`config.mk`:
```
export PLATFORM = sky130hd
export DESIGN_NAME = binary_morphology_3x3
export DESIGN_NICKNAME = d
export VERILOG_FILES = /design/src/rtl/core/bmorph_pkg.sv /design/src/rtl/core/bmorph_scan.sv /design/src/rtl/core/bmorph_linebuf.sv /design/src/rtl/core/bmorph_window.sv /design/src/rtl/core/binary_morphology_3x3.sv
export VERILOG_INCLUDE_DIRS = /design/src /design/src/rtl/core
export SDC_FILE = /design/constraint.sdc
export NUM_CORES = 2
export LEC_CHECK = 0
export BUFFER_PORTS_ARGS = -buffer_cell sky130_fd_sc_hd__buf_4
export CAP_MARGIN = 10
export CORE_MARGIN = 3
export CORE_UTILIZATION = 28
export CTS_CLUSTER_SIZE = 8
export DETAILED_ROUTE_END_ITERATION = 10
export GPL_ROUTABILITY_DRIVEN = 0
export PLACE_DENSITY_LB_ADDON = 0.05
export SKIP_CTS_REPAIR_TIMING = 1
export SYNTH_ARGS = -nofsm -noshare
export SYNTH_HDL_FRONTEND = slang
export SYNTH_SLANG_ARGS = --single-unit
```
`constraint.sdc`:
```
create_clock -name clock -period 18.3 [get_ports clock]
set_input_delay 2.745 -clock clock [delete_from_list [all_inputs] [get_ports clock]]
set_output_delay 2.745 -clock clock [all_outputs]
set_load 0.05 [all_outputs]
```
`src/rtl/core/binary_morphology_3x3_assert.svh`:
```
// ----------------------------------------------------------------------------
// binary morphology assertion macros
// shared assertion forms, clocked on clock and disabled during reset
// ----------------------------------------------------------------------------
`ifndef BINARY_MORPHOLOGY_3X3_ASSERT_SVH
`define BINARY_MORPHOLOGY_3X3_ASSERT_SVH

// same-cycle implication
`define BMORPH_ASSERT_IMP(name, ante, cons, msg) \
   name: assert property (@(posedge clock) disable iff (reset) (ante) |-> (cons)) \
      else $error(msg);

// next-cycle implication
`define BMORPH_ASSERT_NXT(name, ante, cons, msg) \
   name: assert property (@(posedge clock) disable iff (reset) (ante) |=> (cons)) \
      else $error(msg);

`endif

```
`src/rtl/core/bmorph_pkg.sv`:
```
// ----------------------------------------------------------------------------
// bmorph_pkg
// types, register indexes and constants of the 3x3 binary morphology block
// ----------------------------------------------------------------------------
package bmorph_pkg;

   localparam int unsigned MAX_WIDTH_DEFAULT = 1024;
   localparam int unsigned HEIGHT_MAX        = 1024;

   localparam int unsigned CSR_DATA_W  = 11;
   localparam int unsigned CSR_INDEX_W = 2;
   localparam int unsigned ROW_W       = 11;
   localparam int unsigned OUT_ROW_W   = 10;
   localparam int unsigned WIN_W       = 9;

   typedef logic [CSR_INDEX_W-1:0] csr_index_type;
   typedef logic [CSR_DATA_W-1:0]  csr_data_type;

   localparam csr_index_type CSR_FRAME_WIDTH  = 2'd0;
   localparam csr_index_type CSR_FRAME_HEIGHT = 2'd1;
   localparam csr_index_type CSR_ERODE_MODE   = 2'd2;

   localparam csr_data_type FRAME_WIDTH_RESET  = 11'd450;
   localparam csr_data_type FRAME_HEIGHT_RESET = 11'd500;

   localparam logic OP_PIXEL = 1'b0;
   localparam logic OP_FLUSH = 1'b1;

   localparam logic [7:0] PIX_MAX = 8'hFF;
   localparam logic [7:0] PIX_MIN = 8'h00;

   // window bit groups: bits 6..8 left column, 0..2 right column, bit 0 of a column is top
   localparam logic [WIN_W-1:0] MASK_LEFT   = 9'h1C0;
   localparam logic [WIN_W-1:0] MASK_RIGHT  = 9'h007;
   localparam logic [WIN_W-1:0] MASK_TOP    = 9'h049;
   localparam logic [WIN_W-1:0] MASK_BOTTOM = 9'h124;

   typedef struct packed {
      logic       op;
      logic [7:0] red;
      logic [7:0] green;
      logic [7:0] blue;
   } req_type;

   typedef struct packed {
      logic white;
      logic frame_end;
   } rsp_type;

   // decisions made when an item is taken, carried to the window stage
   typedef struct packed {
      logic             mark;
      logic [WIN_W-1:0] mask;
      logic             emit;
      logic             last;
      logic             erode;
   } stage_type;

endpackage

```
`src/rtl/core/bmorph_scan.sv`:
```
// ----------------------------------------------------------------------------
// bmorph_scan
// configuration registers, input and output raster counters, per item decisions
// ----------------------------------------------------------------------------
module bmorph_scan #(
   parameter int unsigned MAX_WIDTH = bmorph_pkg::MAX_WIDTH_DEFAULT,
   localparam int unsigned COL_W = $clog2(MAX_WIDTH)
) (
   input  logic                       clock,
   input  logic                       reset,
   input  logic                       csr_we,
   input  bmorph_pkg::csr_index_type  csr_index,
   input  bmorph_pkg::csr_data_type   csr_data,
   input  logic                       take,
   input  bmorph_pkg::req_type        req_data,
   output logic                       step,
   output bmorph_pkg::stage_type      stage,
   output logic [COL_W-1:0]           col
);
   import bmorph_pkg::*;

   localparam int unsigned WID_W = $clog2(MAX_WIDTH + 1);
   localparam int unsigned CMP_W = ((WID_W > CSR_DATA_W) ? WID_W : CSR_DATA_W) + 1;

   csr_data_type          frame_width_ff;
   csr_data_type          frame_height_ff;
   logic                  erode_mode_ff;

   logic [COL_W-1:0]      in_column_ff, in_column_in;
   logic [ROW_W-1:0]      in_row_ff, in_row_in;
   logic [COL_W-1:0]      out_column_ff, out_column_in;
   logic [OUT_ROW_W-1:0]  out_row_ff, out_row_in;

   logic [CMP_W-1:0]      width_ext;
   logic [CMP_W-1:0]      eff_width;
   logic [ROW_W-1:0]      eff_height;
   logic                  in_col_wrap;
   logic                  out_col_last;
   logic                  out_row_last;
   logic                  flush;
   logic                  filling;
   logic                  pix_white;
   logic                  pix_black;
   logic                  emit;
   logic                  last;
   logic [WIN_W-1:0]      mask;

   always_ff @(posedge clock) begin
      if (reset) begin
         frame_width_ff  <= FRAME_WIDTH_RESET;
         frame_height_ff <= FRAME_HEIGHT_RESET;
         erode_mode_ff   <= 1'b0;
      end else if (csr_we) begin
         unique case (csr_index)
            CSR_FRAME_WIDTH:  frame_width_ff  <= csr_data;
            CSR_FRAME_HEIGHT: frame_height_ff <= csr_data;
            CSR_ERODE_MODE:   erode_mode_ff   <= csr_data[0];
            default: ;
         endcase
      end
   end

   // clamp width to the row buffer, height to HEIGHT_MAX; a zero size is one
   always_comb begin
      width_ext = CMP_W'(frame_width_ff);
      if (width_ext == '0) begin
         eff_width = CMP_W'(1);
      end else if (width_ext > CMP_W'(MAX_WIDTH)) begin
         eff_width = CMP_W'(MAX_WIDTH);
      end else begin
         eff_width = width_ext;
      end
      if (frame_height_ff == '0) begin
         eff_height = ROW_W'(1);
      end else if (frame_height_ff > ROW_W'(HEIGHT_MAX)) begin
         eff_height = ROW_W'(HEIGHT_MAX);
      end else begin
         eff_height = frame_height_ff;
      end
   end

   assign in_col_wrap  = (CMP_W'(in_column_ff) + CMP_W'(1)) >= eff_width;
   assign out_col_last = (CMP_W'(out_column_ff) + CMP_W'(1)) >= eff_width;
   assign out_row_last = (ROW_W'(out_row_ff) + ROW_W'(1)) >= eff_height;

   assign flush     = (req_data.op == OP_FLUSH);
   assign filling   = (in_row_ff < eff_height);
   assign pix_white = (req_data.red == PIX_MAX) && (req_data.green == PIX_MAX) &&
                      (req_data.blue == PIX_MAX);
   assign pix_black = (req_data.red == PIX_MIN) && (req_data.green == PIX_MIN) &&
                      (req_data.blue == PIX_MIN);

   // output trails the input by one row plus one pixel
   assign emit = (in_row_ff >= ROW_W'(2)) ||
                 ((in_row_ff == ROW_W'(1)) && (in_column_ff != '0));
   assign last = emit && out_col_last && out_row_last;

   always_comb begin
      mask = '1;
      if (out_column_ff == '0) begin
         mask = mask & ~MASK_LEFT;
      end
      if (out_col_last) begin
         mask = mask & ~MASK_RIGHT;
      end
      if (out_row_ff == '0) begin
         mask = mask & ~MASK_TOP;
      end
      if (out_row_last) begin
         mask = mask & ~MASK_BOTTOM;
      end
   end

   // a flush before the frame's last pixel is dropped without effect
   assign step = take && !(flush && filling);

   always_comb begin
      stage.mark  = !flush && filling && (erode_mode_ff ? pix_black : pix_white);
      stage.mask  = mask;
      stage.emit  = emit;
      stage.last  = last;
      stage.erode = erode_mode_ff;
   end

   assign col = in_column_ff;

   always_comb begin
      in_column_in  = in_column_ff;
      in_row_in     = in_row_ff;
      out_column_in = out_column_ff;
      out_row_in    = out_row_ff;
      if (step) begin
         if (last) begin
            in_column_in  = '0;
            in_row_in     = '0;
            out_column_in = '0;
            out_row_in    = '0;
         end else begin
            if (emit) begin
               if (out_col_last) begin
                  out_column_in = '0;
                  out_row_in    = out_row_ff + OUT_ROW_W'(1);
               end else begin
                  out_column_in = out_column_ff + COL_W'(1);
               end
            end
            if (in_col_wrap) begin
               in_column_in = '0;
               in_row_in    = in_row_ff + ROW_W'(1);
            end else begin
               in_column_in = in_column_ff + COL_W'(1);
            end
         end
      end
   end

   always_ff @(posedge clock) begin
      if (reset) begin
         in_column_ff  <= '0;
         in_row_ff     <= '0;
         out_column_ff <= '0;
         out_row_ff    <= '0;
      end else begin
         in_column_ff  <= in_column_in;
         in_row_ff     <= in_row_in;
         out_column_ff <= out_column_in;
         out_row_ff    <= out_row_in;
      end
   end

endmodule

```
`src/rtl/core/bmorph_linebuf.sv`:
```
// ----------------------------------------------------------------------------
// bmorph_linebuf
// two-row mark memory, one read and one write per cycle, with write forwarding
// ----------------------------------------------------------------------------
module bmorph_linebuf #(
   parameter int unsigned MAX_WIDTH = bmorph_pkg::MAX_WIDTH_DEFAULT,
   localparam int unsigned COL_W = $clog2(MAX_WIDTH)
) (
   input  logic             clock,
   input  logic             reset,
   input  logic             rd_en,
   input  logic [COL_W-1:0] rd_addr,
   input  logic             wr_en,
   input  logic [COL_W-1:0] wr_addr,
   input  logic [1:0]       wr_data,
   output logic [1:0]       rd_marks
);
   import bmorph_pkg::*;

   // bit 0 newer row, bit 1 older row
   logic [1:0] mem [MAX_WIDTH];
   logic [1:0] rd_data_ff;
   logic       fwd_valid_ff;
   logic [1:0] fwd_data_ff;

   always_ff @(posedge clock) begin
      if (wr_en) begin
         mem[wr_addr] <= wr_data;
      end
      if (rd_en) begin
         rd_data_ff <= mem[rd_addr];
      end
   end

   // a read issued at the edge that writes the same column sees the new value
   always_ff @(posedge clock) begin
      if (reset) begin
         fwd_valid_ff <= 1'b0;
      end else if (rd_en) begin
         fwd_valid_ff <= wr_en && (wr_addr == rd_addr);
      end
   end

   always_ff @(posedge clock) begin
      if (rd_en) begin
         fwd_data_ff <= wr_data;
      end
   end

   assign rd_marks = fwd_valid_ff ? fwd_data_ff : rd_data_ff;

endmodule

```
`src/rtl/core/bmorph_window.sv`:
```
// ----------------------------------------------------------------------------
// bmorph_window
// window stage: 3x3 mark window, row mark update and result register
// ----------------------------------------------------------------------------
`include "binary_morphology_3x3_assert.svh"

module bmorph_window #(
   parameter int unsigned MAX_WIDTH = bmorph_pkg::MAX_WIDTH_DEFAULT,
   localparam int unsigned COL_W = $clog2(MAX_WIDTH)
) (
   input  logic                   clock,
   input  logic                   reset,
   input  logic                   step,
   input  bmorph_pkg::stage_type  stage,
   input  logic [COL_W-1:0]       col,
   input  logic [1:0]             rd_marks,
   output logic                   wr_en,
   output logic [COL_W-1:0]       wr_addr,
   output logic [1:0]             wr_data,
   output logic                   busy,
   input  logic                   rsp_stall,
   output logic                   rsp_valid,
   output bmorph_pkg::rsp_type    rsp_data
);
   import bmorph_pkg::*;

   logic             b_valid_ff, b_valid_in;
   stage_type        b_stage_ff;
   logic [COL_W-1:0] b_col_ff;
   logic [WIN_W-1:0] window_ff, window_in;
   logic             rsp_valid_ff, rsp_valid_in;
   rsp_type          rsp_data_ff;

   logic [2:0]       new_col;
   logic [WIN_W-1:0] win_next;
   logic             any_mark;
   logic             b_go;

   // new right column: top is the older row, bottom is the incoming mark
   assign new_col  = {b_stage_ff.mark, rd_marks[0], rd_marks[1]};
   assign win_next = {window_ff[WIN_W-4:0], new_col};
   assign any_mark = |(win_next & b_stage_ff.mask);

   assign b_go = b_valid_ff && (!b_stage_ff.emit || !rsp_valid_ff || !rsp_stall);
   assign busy = b_valid_ff && !b_go;

   assign wr_en   = b_go;
   assign wr_addr = b_col_ff;
   assign wr_data = {rd_marks[0], b_stage_ff.mark};

   always_comb begin
      b_valid_in = b_valid_ff;
      if (step) begin
         b_valid_in = 1'b1;
      end else if (b_go) begin
         b_valid_in = 1'b0;
      end
      window_in = window_ff;
      if (b_go) begin
         window_in = b_stage_ff.last ? '0 : win_next;
      end
      rsp_valid_in = rsp_valid_ff;
      if (b_go && b_stage_ff.emit) begin
         rsp_valid_in = 1'b1;
      end else if (!rsp_stall) begin
         rsp_valid_in = 1'b0;
      end
   end

   always_ff @(posedge clock) begin
      if (reset) begin
         b_valid_ff   <= 1'b0;
         window_ff    <= '0;
         rsp_valid_ff <= 1'b0;
      end else begin
         b_valid_ff   <= b_valid_in;
         window_ff    <= window_in;
         rsp_valid_ff <= rsp_valid_in;
      end
   end

   always_ff @(posedge clock) begin
      if (step) begin
         b_stage_ff <= stage;
         b_col_ff   <= col;
      end
      if (b_go && b_stage_ff.emit) begin
         rsp_data_ff.white     <= b_stage_ff.erode ? !any_mark : any_mark;
         rsp_data_ff.frame_end <= b_stage_ff.last;
      end
   end

   assign rsp_valid = rsp_valid_ff;
   assign rsp_data  = rsp_data_ff;

   `BMORPH_ASSERT_IMP(a_step_into_free_stage, step, (!b_valid_ff || b_go), "item entered a held window stage")
   `BMORPH_ASSERT_NXT(a_window_cleared, (b_go && b_stage_ff.last), (window_ff == '0), "window not cleared after frame end")
   `BMORPH_ASSERT_NXT(a_result_loaded, (b_go && b_stage_ff.emit), (rsp_valid_ff && (rsp_data_ff.frame_end == $past(b_stage_ff.last))), "emitting item left no result")

endmodule

```
`src/rtl/core/binary_morphology_3x3.sv`:
```
// ----------------------------------------------------------------------------
// binary_morphology_3x3
// 3x3 binary dilation / erosion on a raster rgb pixel stream
// ----------------------------------------------------------------------------
//
//   channel | ports                          | carries
//   --------+--------------------------------+---------------------------------
//   request | req_valid req_stall req_data   | op, red, green, blue
//   result  | rsp_valid rsp_stall rsp_data   | white, frame_end
//   csr     | csr_we csr_index csr_data      | frame_width, frame_height, erode
//
// one item per cycle sustained while req_stall is low; a taken item and the
// registered read of the row mark memory (one read and one write port, used
// once per item) feed the window stage, whose result is then registered.
// synchronous reset clears counters, window and valid flags; the row mark
// memory is not cleared, entries of the row above the frame are masked out.
// req_stall rises only while a result waits under rsp_stall and the item in
// the window stage has a result of its own to give.
// ----------------------------------------------------------------------------
module binary_morphology_3x3 #(
   parameter int unsigned MAX_WIDTH = bmorph_pkg::MAX_WIDTH_DEFAULT
) (
   input  logic                       clock,
   input  logic                       reset,
   input  logic                       csr_we,
   input  bmorph_pkg::csr_index_type  csr_index,
   input  bmorph_pkg::csr_data_type   csr_data,
   input  logic                       req_valid,
   output logic                       req_stall,
   input  bmorph_pkg::req_type        req_data,
   output logic                       rsp_valid,
   input  logic                       rsp_stall,
   output bmorph_pkg::rsp_type        rsp_data
);
   import bmorph_pkg::*;

   localparam int unsigned COL_W = $clog2(MAX_WIDTH);

   logic             take;
   logic             step;
   stage_type        stage;
   logic [COL_W-1:0] col;
   logic [1:0]       rd_marks;
   logic             wr_en;
   logic [COL_W-1:0] wr_addr;
   logic [1:0]       wr_data;
   logic             busy;

   assign take      = req_valid && !req_stall;
   assign req_stall = busy;

   bmorph_scan #(.MAX_WIDTH(MAX_WIDTH)) u_scan (
      .clock     (clock),
      .reset     (reset),
      .csr_we    (csr_we),
      .csr_index (csr_index),
      .csr_data  (csr_data),
      .take      (take),
      .req_data  (req_data),
      .step      (step),
      .stage     (stage),
      .col       (col)
   );

   bmorph_linebuf #(.MAX_WIDTH(MAX_WIDTH)) u_linebuf (
      .clock    (clock),
      .reset    (reset),
      .rd_en    (step),
      .rd_addr  (col),
      .wr_en    (wr_en),
      .wr_addr  (wr_addr),
      .wr_data  (wr_data),
      .rd_marks (rd_marks)
   );

   bmorph_window #(.MAX_WIDTH(MAX_WIDTH)) u_window (
      .clock     (clock),
      .reset     (reset),
      .step      (step),
      .stage     (stage),
      .col       (col),
      .rd_marks  (rd_marks),
      .wr_en     (wr_en),
      .wr_addr   (wr_addr),
      .wr_data   (wr_data),
      .busy      (busy),
      .rsp_stall (rsp_stall),
      .rsp_valid (rsp_valid),
      .rsp_data  (rsp_data)
   );

endmodule
```
==> key figures <==
Drt
  • Drt wl/cell: 33.5 microns
  • DRC: 0
  • Via count: 50231
  • Final WL: 326000 microns
  • Initial DRC Count: 4697
  • TritonRoute pass-1 iters: 6
  • Vias/cell: 5.16
  • Final ANT Viol Nets: 0

Timing
  • Worst-Margin Slew: 1200 ps
  • Final hold violation count: 0
  • Final Skew: 46.2 ps
  • Unrepaired setup endpoints after global routing: no
  • Setup ws final: 12190 ps
  • Setup TNS: 0 ps
  • Count of pins over their slew limit: 0
  • Final period util: 33.4%
  • Max-slew headroom: 20.0%
  • Max Freq: 164 MHz
  • Endpoints failing setup: 0
  • Min cycle time layout: 6110 ps
  • Worst Hold Slack: 474 ps

Global routing
  • Initial antenna violation count: 32
  • Vias in the first global route: 52667
  • All-layer global routing usage: 19.9%
  • Largest net degree at the start of global routing: 234
  • First-pass GRT wire length: 450000 microns
  • Grt ovf: 0

Power and ir drop
  • Power density over cell area: 107 mW/mm^2
  • Leakage: 31.1 nW
  • Maximum VDD drop: 0.0000658 V

Synth
  • Top cells by area, synth: edfxtp_1 70%, mux4_2 13%, nor2_1 4.7%
  • Cells after synthesis: 5379
  • Sequential fraction of the synthesis area: 71.7%
  • Synth Area in Adders: 0.703%
  • Avg Cell Area, Syn: 16.6 sq um
  • Post-synthesis mux area share: 14.0%
  • Yosys top cell by area: edfxtp_1
  • XOR/XNOR Fraction of Synth Area: 0.325%
  • Post-synth EDFFs: 2076
  • Post-synth top cells: 2076 x edfxtp_1, 1111 x nor2_1, 505 x mux4_2, 273 x clkbuf_1, 254 x nand2_1
  • Most frequent cell after synthesis: edfxtp_1
  • Ys Warns: 0
  • Post-synthesis async set-or-reset flop share: 0%
  • Yosys cell types: 75
  • Ys flop type: edfxtp_1
  • Compound-Gate Fraction of Synth Area: 3.32%
  • Synth top area share: 70.0%
  • Combinational family with the most area after synthesis: multiplexers
  • Simple-gate portion of the synthesized area: 7.66%
  • Syn Std Cell Area: 0.0890 sq mm
  • Yosys reg bits: 2149
  • Post-synth net total: 5472

Die
  • Core Region: 0.316 sq mm
  • # IOs: 47
  • Row Count: 206
  • DIE AREA: 0.325 sq mm
  • Die width: 570 microns
  • Initial Utilization: 28.2%
  • Die Span Y: 570 microns

Placement
  • DP Wirelength: 186000 microns
  • Pre-CTS setup slack: 11940 ps
  • Port bufs: 46
  • DP Area: 0.0945 sq mm

Finish
  • Final instance area: 0.103 sq mm
  • Nets: 5587
  • P&R area growth vs syn: 15.8%
  • Post-layout util: 32.7%
  • Fill cells: 30207
  • Ratio of cells with drive above 1 in the final layout: 21.1%

Setup path
  • WP depth: 12
  • Critical path capture point type: flip-flop
  • Slowest stage delay, CP: 750 ps
  • FF-to-FF End: u_linebuf.rd_data_ff[1]
  • Cell mode on critical path: buf_4
  • Worst Path Required: 18950 ps
  • Critical path cell sequence: buf_4 > buf_12 > buf_4 > buf_4 > mux4_2 > nand3_1 > o211ai_1 > a21oi_1 > o221ai_1 > a31oi_1 > nor3_1 > a31o_1
  • Worst-path fanout max: 78
  • WS Path Type: flip-flop to flip-flop
  • Reg2Reg Depth: 12
  • Buf/Inv on CP: 4
  • Crit path max-delay family: buffers and inverters
  • Slowest CP cell: dfxtp_4
  • Reg2reg setup slack: 12190 ps
  • Startpoint types: flip-flop
  • RR Startpoint: u_scan.col[0]
  • Worst EP arrival: 6760 ps

CTS
  • Htree depth: 5
  • CTS Sinks: 2149
  • Worst-path clk slew: 50 ps
  • Root Driver: clkbuf_16
  • Num CTS Buffers: 310
  • Clk Latency, worst-skew pair: 910 ps
  • Clock tree buffer depth: 4
  • CTS tree: yes

Hold path
  • Min-delay src: u_scan.frame_height_ff[1]
  • WHS Path Cells: 2
  • Worst Hold Path EP: u_scan.frame_height_ff[1]
  • Worst min-delay path category: flip-flop to flip-flop

Run
  • Max cap viols: 0

Status
  • Run status: completed
## layout by cell type (no fill, tap or decap), drive strengths merged, types with 27 or more instances in the layout
master	n
a211oi	27
a21oi	130
a22oi	67
buf	218
clkbuf	358
dfxtp	73
edfxtp	2076
ha	50
inv	33
mux2i	91
mux4	505
nand2	254
nand3	46
nand3b	28
nand4	27
nor2	1112
nor3	32
o21ai	68
o22ai	32
## worst min-delay path: cells and delay by family, from the launching register on
| kind | cells | cell delay, ps |
|---|---|---|
| flip-flops | 1 | 320 |
| AND/OR/NAND/NOR | 1 | 50 |
| AO/OA/AOI/OAI | 1 | 50 |
## state kept, by name (all words and copies together) (netlist names)
register / flops
u_window.b_stage_ff: 11
u_scan.in_row_ff: 11
u_linebuf.fwd_valid_ff: 1
u_scan.col: 10
u_window.wr_data: 1
u_window.window_ff: 6
u_scan.out_row_ff: 10
u_linebuf.fwd_data_ff: 2
u_scan.frame_width_ff: 11
u_scan.frame_height_ff: 11
u_linebuf.mem: 2048
u_window.b_valid_ff: 1
u_scan.erode_mode_ff: 1
u_scan.out_column_ff: 10
u_window.rsp_data: 2
u_linebuf.rd_data_ff: 2
u_window.rsp_valid: 1
u_window.wr_addr: 10
## worst max path at each step
stage / slack [ps] / start / end
2_1_floorplan: 3570 / u_window.wr_data[0] / u_linebuf.fwd_data_ff[0]
3_3_place_gp: 11550 / u_scan.col[0] / u_linebuf.rd_data_ff[0]
3_5_place_dp: 11940 / u_scan.col[0] / u_linebuf.rd_data_ff[1]
4_1_cts: 11940 / u_scan.col[0] / u_linebuf.rd_data_ff[1]
5_1_grt: 11810 / u_scan.col[0] / u_linebuf.rd_data_ff[1]
6_report: 12190 / u_scan.col[0] / u_linebuf.rd_data_ff[1]
## power breakdown
part	internal, mW	total [mW]	switching [mW]
clock	3.11	5.27	2.16
sequential	5.38	5.39	0.0110
combinational	0.152	0.388	0.237
## logic make-up (layout without fill, tap and decap cells)
| kind of cell | after synthesis | in the layout |
|---|---|---|
| other | 0 | 9 |
| muxes | 614 | 614 |
| DFF | 2149 | 2149 |
| and+or+nand+nor | 1637 | 1637 |
| AOI/OAI and AO/OA | 451 | 451 |
| xor gates and xnor gates | 33 | 33 |
| adders and majority gates | 50 | 50 |
| buffers and inverters | 445 | 632 |
## routing by layer
| layer | vias up | wire length (microns) | global-route usage (%) | share of wire (%) |
|---|---|---|---|---|
| li1 | 21101 | - | - | - |
| met1 | 27291 | 149000 | 28.3 | 46 |
| met2 | 1431 | 156000 | 32.6 | 48 |
| met3 | 408 | 14800 | 2.28 | 4.5 |
| met4 | 0 | 6550 | 4.40 | 2.0 |
| met5 | - | 0 | 0 | 0 |
## through the flow
step	instances	power, mW
after floorplan	5379	5.78
after detailed placement	9341	5.89
after CTS	9725	11.2
after global routing	9728	11.4
after global placement	9341	5.89
final	9735	11.1
## cell type report
class,instances,area (sq um),share of cell area (%)
Antenna cell,9,22.5,0.0218
Clock inverter,27,480,0.466
Multi-Input combinational cell,2785,23600,22.9
Clock buffer,357,8090,7.85
Timing Repair Buffer,219,1740,1.69
Sequential cell,2149,63800,61.9
Inverter,29,111,0.108
Tap cell,4160,5200,5.05
Power figures use the tool's default switching activity.
